### src/sv/lpms_pkg.sv
`timescale 1ns / 1ps
package lpms_pkg;

  localparam logic [1:0] CMD_SRC    = 2'd0;
  localparam logic [1:0] CMD_TAR    = 2'd1;
  localparam logic [1:0] CMD_SEARCH = 2'd2;
  localparam logic [1:0] CMD_CLEAR  = 2'd3;

  localparam int LEN_W = 9;
  localparam int OFF_W = 12;

  // Broadcast control from the sequencer to every cell.
  typedef struct packed {
    logic       clr;    // drop the stored target byte
    logic       start;  // open a search: clear run flags, seed token
    logic       step;   // a source byte is on src this cycle
    logic [7:0] src;
  } lpms_ctrl_t;

endpackage

### src/sv/lpms_cell.sv
`timescale 1ns / 1ps
module lpms_cell #(
  parameter bit FIRST = 1'b0
) (
  input  logic                clk,
  input  logic                rst_n,
  input  lpms_pkg::lpms_ctrl_t ctrl,
  input  logic                wr_sel,
  input  logic [7:0]          wr_byte,
  input  logic                alive_in,
  input  logic                hit_in,
  output logic                alive_out,
  output logic                hit_out
);
  import lpms_pkg::*;

  logic [7:0] tbyte_r;
  logic       valid_r;
  logic       alive_r;
  logic       token_r;
  logic       alive_nxt;

  // Prefix of length index+1 ends on the current source byte.
  assign alive_nxt = valid_r && (ctrl.src == tbyte_r) && (FIRST || alive_in);
  assign hit_out   = ctrl.step && token_r && alive_nxt;
  assign alive_out = alive_r;

  always_ff @(posedge clk) begin
    if (wr_sel) begin
      tbyte_r <= wr_byte;
    end
  end

  always_ff @(posedge clk) begin
    if (!rst_n) begin
      valid_r <= 1'b0;
      alive_r <= 1'b0;
      token_r <= 1'b0;
    end else begin
      if (ctrl.clr) begin
        valid_r <= 1'b0;
      end else if (wr_sel) begin
        valid_r <= 1'b1;
      end
      if (ctrl.start) begin
        alive_r <= 1'b0;
        token_r <= FIRST;
      end else if (ctrl.step) begin
        alive_r <= alive_nxt;
        token_r <= hit_in || (token_r && !alive_nxt);
      end
    end
  end

endmodule

### config.mk
export PLATFORM = sky130hd
export DESIGN_NAME = lpms_cell
export DESIGN_NICKNAME = d
export VERILOG_FILES = /design/src/sv/lpms_pkg.sv /design/src/sv/lpms_cell.sv
export SDC_FILE = /design/constraint.sdc
export NUM_CORES = 1
export LEC_CHECK = 0
export BUFFER_PORTS_ARGS = -buffer_cell sky130_fd_sc_hd__buf_2
export CAP_MARGIN = 20
export CORE_AREA = 5 5 42 44
export DETAILED_ROUTE_END_ITERATION = 6
export DIE_AREA = 0 0 47 49
export GPL_ROUTABILITY_DRIVEN = 0
export PLACE_DENSITY = 0.67
export SLEW_MARGIN = 25
export SYNTH_ARGS = -nofsm -noshare
export SYNTH_HDL_FRONTEND = slang
export SYNTH_SLANG_ARGS = --single-unit
### constraint.sdc
create_clock -name clk -period 1.4 [get_ports clk]
set_input_delay 0 -clock clk [delete_from_list [all_inputs] [get_ports clk]]
set_output_delay 0 -clock clk [all_outputs]
set_load 0.03 [all_outputs]
# Word level (Yosys, flattened, before mapping)
# Cells that the tools add are included.
# word_totals
reg_bits,11
latch_bits,0
ramBits,0
rom_bits,0
output_inout_bits,2
n_memories,0
# op_classes
add_sub_neg,0
mul,0
div_mod_pow,0
magnitude_cmp,0
eq_ne,1
shifts,0
muxes,0
bitwise,1
reduce_logical,9
# op_table
operator,n
equality test 8 bit,1
logical AND 1 bit,5
OR reduction 2 bit,2
zero test 1 bit,1
logical OR 1 bit,1
NOT 1 bit,1

# Longest topological paths before layout
# Gate-level depths: netlist of run 1.
# depth
word_depth,6
depth_mapped,4

# Worst setup path before layout of run 1
# OpenSTA, ideal clock, no wires.
# synth_timing
path_kind,reg-to-output
from,register tbyte_r[4]
to,output port hit_out
arrival_ns,1.574
setup_slack_ns,-0.174
stages_incl_launch_ff,5
path_buffers,0
path_cell_list,edfxtp_1 -> xor2_1 -> or4_1 -> nor4_2 -> and2_1
# synth_between
elab_chain_len,4
# synth_lines
element,line,text
"start, declared",lpms_cell.sv:17,logic [7:0] tbyte_r;
"start signal, assigned",lpms_cell.sv:30,tbyte_r <= wr_byte;
equality test 8 bit,lpms_cell.sv:24,assign alive_nxt = valid_r && (ctrl.src == tbyte_r) && (FIRST || alive_in);
logical AND 1 bit (2 in a row),lpms_cell.sv:24,
logical AND 1 bit,lpms_cell.sv:25,assign hit_out = ctrl.step && token_r && alive_nxt;
"end, declared",lpms_cell.sv:13,output logic hit_out
# Every way passes these cells.

# Worst setup path in the final report of run 1
# Same ends and word-level chain as after synthesis.

==> results of run 1 <==
==> worst reg2reg max path, cell delays in order (launching register included) <==
cell and delay (ns):
edfxtp_1 0.39, xor2_1 0.17, or4_4 0.54, nor4_4 0.17, buf_4 0.16, a21oi_2 0.04
==> kinds of logic (layout without fill, tap and decap cells) <==
family                 after synthesis  after routing  synth area share, %
XOR/XNOR                             8              8                 16.2
AND/OR/NAND/NOR                     12             12                 18.3
flip-flops                          11             11                 62.8
AO/OA/AOI/OAI                        2              2                 2.62
buffers and inverters                0             41                    0
==> cell type report <==
class	instances	share of cell area, %
clock buffer	4	3.33
multi-input combinational	22	24.9
sequential	11	38.0
tap	16	2.54
timing repair buffer	37	31.2
==> registers in the layout (all words and copies together), names as in the netlist <==
signal and flops:
alive_out 1, tbyte_r 8, token_r 1, valid_r 1
==> metrics by stage <==
step                hold WS (ns)  instance area, um2  utilization (%)  total power [mW]  cells
finish                    0.0117                 790             56.3             0.696     90
floorplan                 0.0761                 480                -             0.420     33
global route              0.0104                 790             56.3             0.733     90
global placement           0.163                 641             45.7             0.466     76
detailed placement         0.168                 641             45.7             0.468     76
CTS                     0.000649                 788             56.3             0.701     91
==> power by group through the flow <==
| stage | clock [mW] | combinational, mW | sequential, mW |
|---|---|---|---|
| 2_1_floorplan | 0 | 0.0312 | 0.389 |
| 3_3_place_gp | 0 | 0.0767 | 0.389 |
| 3_5_place_dp | 0 | 0.0778 | 0.390 |
| 4_1_cts | 0.218 | 0.0998 | 0.383 |
| 5_1_grt | 0.234 | 0.114 | 0.385 |
| 6_report | 0.209 | 0.104 | 0.383 |
==> synth_stat cells <==
master	instances
nor4_2	1
xnor2_1	3
a21oi_1	1
and2b_1	1
edfxtp_1	8
nor2b_1	1
nor2_1	1
nand2b_1	1
nand2_1	2
xor2_1	4
and2_1	1
nand3_4	1
dfxtp_1	3
nor3b_1	1
xor2_2	1
o21a_1	1
nand3_1	1
or4_1	1
==> what timing repair did <==
item / in CTS / in global routing
pin swaps: 1 / 1
hold buffers: 10 / 0
gates cloned: 0 / 0
hold endpoints to repair: 11 / 0
endpoints found under the setup margin: 3 / 3
buffers inserted: 1 / 0
resized for setup: 4 / 2
==> how the worst min path moves through the flow <==
stage,startpoint,to,slack [ns],cells after the start
2_1_floorplan,ctrl[10],valid_r$_SDFFE_PP0P_,0.08,1
3_3_place_gp,ctrl[10],valid_r$_SDFFE_PP0P_,0.16,2
3_5_place_dp,ctrl[10],valid_r$_SDFFE_PP0P_,0.17,2
4_1_cts,rst_n,valid_r$_SDFFE_PP0P_,0.0006,2
5_1_grt,rst_n,valid_r$_SDFFE_PP0P_,0.01,2
6_report,rst_n,valid_r$_SDFFE_PP0P_,0.01,2
==> routing by layer <==
metal / global-route usage (%) / share of wire, % / vias up
li1: - / - / 198
met1: 10.2 / 36 / 166
met2: 17.4 / 57 / 12
met3: 3.69 / 6.5 / 0
met4: 2.76 / 0 / 0
met5: 0 / 0 / -
==> placed cells by master (no fill, tap or decap) <==
master	netlist	routed
or4_4	0	1
buf_6	0	1
o21a_1	1	1
dlygate4sd3_1	0	10
nand2_1	2	2
nand3_1	1	1
nor3b_1	1	1
nand3_4	1	1
nor2_1	1	1
and2b_1	1	1
dfxtp_1	3	3
clkbuf_1	0	1
nor4_4	0	1
xnor2_1	3	3
nand2b_1	1	1
xor2_2	1	1
a21oi_2	0	1
buf_2	0	24
buf_4	0	2
edfxtp_1	8	8
and2_4	0	1
xor2_1	4	4
nor2b_1	1	1
clkbuf_4	0	3
==> summary.txt, run 1 <==
Worst hold path
  • Type of the tightest min-delay check: in2reg

Final layout
  • Nets: 99
  • FILL cells: 127
  • Layout Area Growth over Synthesis: 65.2%
  • Area occupied by multi-input gates: 196 um2
  • Seq. cell area: 300 um2
  • Ratio of cells with drive above 1 in the final layout: 48.6%
  • N_diodes: 0

Setup path
  • Buf/Inv on CP: 1
  • Cell Chain, Critical Path: xor2_1 > or4_4 > nor4_4 > and2_4 > buf_6
  • Worst r2r dst: token_r$_SDFFE_PP0P_
  • Setup crit end kind: output pin
  • Crit Reg-Reg Startpoint: tbyte_r[4]$_DFFE_PP_
  • Worst-path fanout max: 2
  • Slowest CP cell: or4_4
  • Crit path from: tbyte_r[4]$_DFFE_PP_
  • CP Depth: 5
  • CP required: ~1.4 ns
  • Crit Path Class: reg2out
  • End point of the critical path: hit_out
  • FF-to-FF setup slack: -0.17 ns
  • Slowest cell delay on critical path: 0.54 ns
  • Crit start category: flop
  • Worst path arrival time: 1.82 ns
  • R2R depth: 5
  • CP delay by family, top: simple AND/OR/NAND/NOR gates

STA
  • Period Utilization, post-route: 130%
  • RSZ-0062 raised after global routing: yes
  • Sum of negative setup slack: -0.766 ns
  • Relative slew slack: 84.6%
  • Final clock skew: 0.00119 ns
  • # setup viols final: 3
  • Fin. Hold Viols: 0
  • Max Freq: between 0.5 and 0.6 GHz
  • Pins Over Slew Limit: 0
  • Slew @ Worst Pin: 0.230 ns
  • Worst setup margin: -0.422 ns
  • Post-route minimum period: 1.82 ns

Pwr
  • Leak: about 0.34 nW
  • NetSw: 0.149 mW
  • Switching share of total power: a little over a fifth
  • Clock share of power: 30.0%
  • Max VDD drop: 0.576 mV
  • Sequential share of power: between 50% and 60%
  • Power Dens Cells: 881 nW/um2
  • Combinational power share: 15.0%
  • Internal: 0.547 mW

Drt
  • Number of DRC markers in iteration 0: 0
  • DRT Pass-1 Iters: 1
  • DR vias: 376
  • Remaining DRCs: 0
  • Final ANT Viol Nets: 0
  • Routed wire length: 984 um
  • Drt wl/cell: 10.9 um
  • Vias per inst: 4.18

Outcome
  • Status: complete, but fails checks
  • Failing checks: negative setup slack

Clock tree
  • CTS Buf Count: 3
  • H-tree depth: 1
  • Clock Tree Buf Depth: 2
  • CTS tree: yes
  • Clk_lat worst skew: roughly 0.26 ns
  • Sink Count: 11
  • Clock root buffer: clkbuf_4
  • Clock slew at reported path FFs: 0.07 ns

Floorplanning
  • Cell Rows: 14
  • Initial core utilization: between 30% and 40%
  • Full die area: 2300 um2
  • IO Count: 26
  • Die H: 49 um
  • Core area: 1400 um2
  • Die width: 47 um

Global routing
  • Number of global-route vias before repair: 414
  • Wire length of the first global-routing pass: 1.59 mm
  • Initial antenna violation count: 0
  • GR Overflow Total: 0
  • Tot GR Track Use: 9.81%
  • Pin count of the biggest net entering global routing: 10

Placed design
  • Dpl hpwl: 742 um
  • # port buffers: 25
  • Worst slack at placement: -0.219 ns

Synth
  • Avg Inst Size Synth: between 10 and 15 um2
  • Sequential area share after synthesis: between 60% and 70%
  • Synthesized area: around 480 um2
  • Syn Nets: 57
  • YS warnings: 0
  • Number of distinct library cells after synthesis: 18
  • Yosys reg bits: 11
  • Top cell type's share of synthesized area: between 50% and 60%
  • Post-synthesis cell count: 33
  • Synth area leader: edfxtp_1
  • Synth area leaders: edfxtp_1, dfxtp_1, xor2_1

Run
  • Max Cap Viol: 0
Power figures use the tool's default switching activity.
==> run 2, diff against run 1 <==
--- a/config.mk
+++ b/config.mk
@@ -7,3 +7,2 @@
 export LEC_CHECK = 0
-export BUFFER_PORTS_ARGS = -buffer_cell sky130_fd_sc_hd__buf_2
 export CAP_MARGIN = 20
@@ -12,4 +11,5 @@
 export DIE_AREA = 0 0 47 49
+export DONT_BUFFER_PORTS = 1
 export GPL_ROUTABILITY_DRIVEN = 0
-export PLACE_DENSITY = 0.67
+export PLACE_DENSITY = 0.48
 export SLEW_MARGIN = 25
==> constraint.sdc (replaced) <==
create_clock -name clk -period 2.15 [get_ports clk]
set_input_delay 0.43 -clock clk [delete_from_list [all_inputs] [get_ports clk]]
set_output_delay 0.43 -clock clk [all_outputs]
set_load 0.03 [all_outputs]
==> run 2 against run 1 <==
The run still ends with negative setup slack left. Sequential cell count did not move. First-iteration DRC count rose by 1. Hold slack improved by 0.22 ns. Power fell by 41%. Clock skew rose by 0.0027 ns.
==> summary.txt, run 2 (synthesis results as in run 1) <==
Global routing
  • Number of global-route vias before repair: 294
  • Pin count of the biggest net entering global routing: 10
  • GR Overflow Total: 0
  • Wire length of the first global-routing pass: 1.06 mm
  • Initial antenna violation count: 0
  • Tot GR Track Use: 6.93%

Clock tree
  • Clock root buffer: clkbuf_4
  • CTS tree: yes
  • H-tree depth: 1
  • # Post-CTS Setup Buffers: 0
  • Clk_lat worst skew: 0.26 ns
  • Clock Tree Buf Depth: 2
  • Sink Count: 11
  • CTS Buf Count: 3
  • Clock slew at reported path FFs: 0.06 ns

Setup path
  • Slowest cell delay on critical path: 0.55 ns
  • R2R depth: 5
  • Setup crit end kind: output pin
  • Crit Path Class: reg2out
  • Worst r2r dst: alive_out$_SDFFE_PP0P_
  • CP delay by family, top: simple AND/OR/NAND/NOR gates
  • Buf/Inv on CP: 1
  • Crit start category: flop
  • Worst-path fanout max: 2
  • Cell Chain, Critical Path: xor2_1 > or4_4 > nor4_4 > and2_1 > buf_6
  • FF-to-FF setup slack: 0.60 ns
  • Crit Reg-Reg Startpoint: tbyte_r[4]$_DFFE_PP_
  • CP required: approximately 1.7 ns
  • Worst path arrival time: between 1.5 and 2 ns
  • Slowest CP cell: or4_4

Run
  • Max Cap Viol: 0

Drt
  • Routed wire length: 729 um
  • Final ANT Viol Nets: 0
  • DR vias: 259
  • Vias per inst: 4.71
  • Remaining DRCs: 0
  • DRT Pass-1 Iters: 2
  • Number of DRC markers in iteration 0: 1
  • Drt wl/cell: 13.3 um

STA
  • Post-route minimum period: 2.24 ns
  • Max Freq: 0.447 GHz
  • # setup viols final: 1
  • Pins Over Slew Limit: 0
  • Slew @ Worst Pin: 0.335 ns
  • Relative slew slack: between 70% and 80%
  • RSZ-0062 raised after global routing: yes
  • Fin. Hold Viols: 0
  • Worst setup margin: -0.0879 ns
  • Final clock skew: 0.00389 ns
  • Sum of negative setup slack: -0.0879 ns
  • Period Utilization, post-route: 104%

Floorplanning
  • Cell Rows: 14
  • Initial core utilization: 34.1%
  • Full die area: roughly 2300 um2
  • Core area: 1400 um2
  • Die H: 49 um
  • IO Count: 26
  • Die width: 47 um

Final layout
  • Design Area, Final: 556 um2
  • Max reg flops: 8
  • Leading cell type in the layout, fill and taps excluded: edfxtp_1
  • Util after Layout: 39.6%
  • Most frequent cells in the layout: edfxtp_1, xor2_1, xnor2_1, dfxtp_1, clkbuf_4
  • N_diodes: 0
  • Layout Area Growth over Synthesis: 16.2%
  • Nets: 64
  • Post-route non-filler standard cell count: 55
  • Biggest register: tbyte_r
  • Ratio of cells with drive above 1 in the final layout: 23.1%

Placed design
  • # placed instances: 51
  • Placed Area: 513 um2
  • # port buffers: 0

Pwr
  • Leak: 0.194 nW
  • NetSw: 0.0792 mW
  • Combinational power share: 6.1%
  • Clock share of power: 32.7%
  • Sequential share of power: 61.1%
  • Switching share of total power: 19.4%
  • Internal: 0.329 mW
  • Max VDD drop: 0.286 mV
  • Power Dens Cells: about 740 nW/um2
  • Overall Power: 0.408 mW

Worst hold path
  • WHS Path Cells: 1
  • Type of the tightest min-delay check: in2reg
  • Hold Startpoint: ctrl[10]
  • Hold endpoint: valid_r$_SDFFE_PP0P_

Outcome
  • Status: complete, but fails checks
  • Failing checks: negative setup slack
-- run 2: power groups by stage --
stage	clock, mW	sequential, mW	combinational [mW]
3_5_place_dp	0	0.254	0.0222
3_3_place_gp	0	0.254	0.0223
5_1_grt	0.153	0.250	0.0281
6_report	0.134	0.250	0.0251
4_1_cts	0.143	0.250	0.0257
2_1_floorplan	0	0.253	0.0203
-- run 2: per-layer routing --
| metal | vias up | wire length, um | share of wire [%] | global-route usage (%) |
|---|---|---|---|---|
| li1 | 127 | - | - | - |
| met1 | 114 | 213 | 29 | 6.44 |
| met2 | 16 | 390 | 53 | 10.2 |
| met3 | 2 | 109 | 15 | 4.43 |
| met4 | 0 | 15 | 2.1 | 5.53 |
| met5 | - | 0 | 0 | 0 |
-- run 2: worst max path at each step --
stage | from | endpoint | slack [ns] | depth (start not counted)
floorplan | ctrl[4] | hit_out | 0.11 | 4
global placement | ctrl[4] | hit_out | 0.08 | 5
detailed placement | ctrl[4] | hit_out | 0.11 | 5
CTS | tbyte_r[4]$_DFFE_PP_ | hit_out | -0.12 | 5
global route | tbyte_r[4]$_DFFE_PP_ | hit_out | -0.19 | 5
finish | tbyte_r[4]$_DFFE_PP_ | hit_out | -0.09 | 5
-- run 2: what timing repair did --
action / 4_1_cts / 5_1_grt
gates resized for setup: 3 / 0
hold buffers: 0 / 0
setup endpoints to repair: 1 / 1
hold endpoints to repair: 0 / 0
pin swaps: 0 / 1
-- run 2: stage by stage --
step           worst slack, ns  hold WS (ns)
3_3_place_gp            0.0823         0.511
6_report               -0.0879         0.234
2_1_floorplan            0.108         0.506
4_1_cts                 -0.120         0.223
3_5_place_dp             0.105         0.513
5_1_grt                 -0.187         0.219
-- run 2: cell type report --
type                            instances  area, um2
Timing Repair Buffer                    2       18.8
Clock buffer                            4       26.3
Multi-Input combinational cell         22        190
Sequential cell                        11        300
Tap cell                               16       20.0
Fill cell                             144        846
-- run 2: worst reg2reg max path, cell delays in order, from the launching register on --
cell and delay, ns:
edfxtp_1 0.38, xor2_1 0.17, or4_4 0.55, nor4_4 0.15, buf_4 0.15, o21a_1 0.10
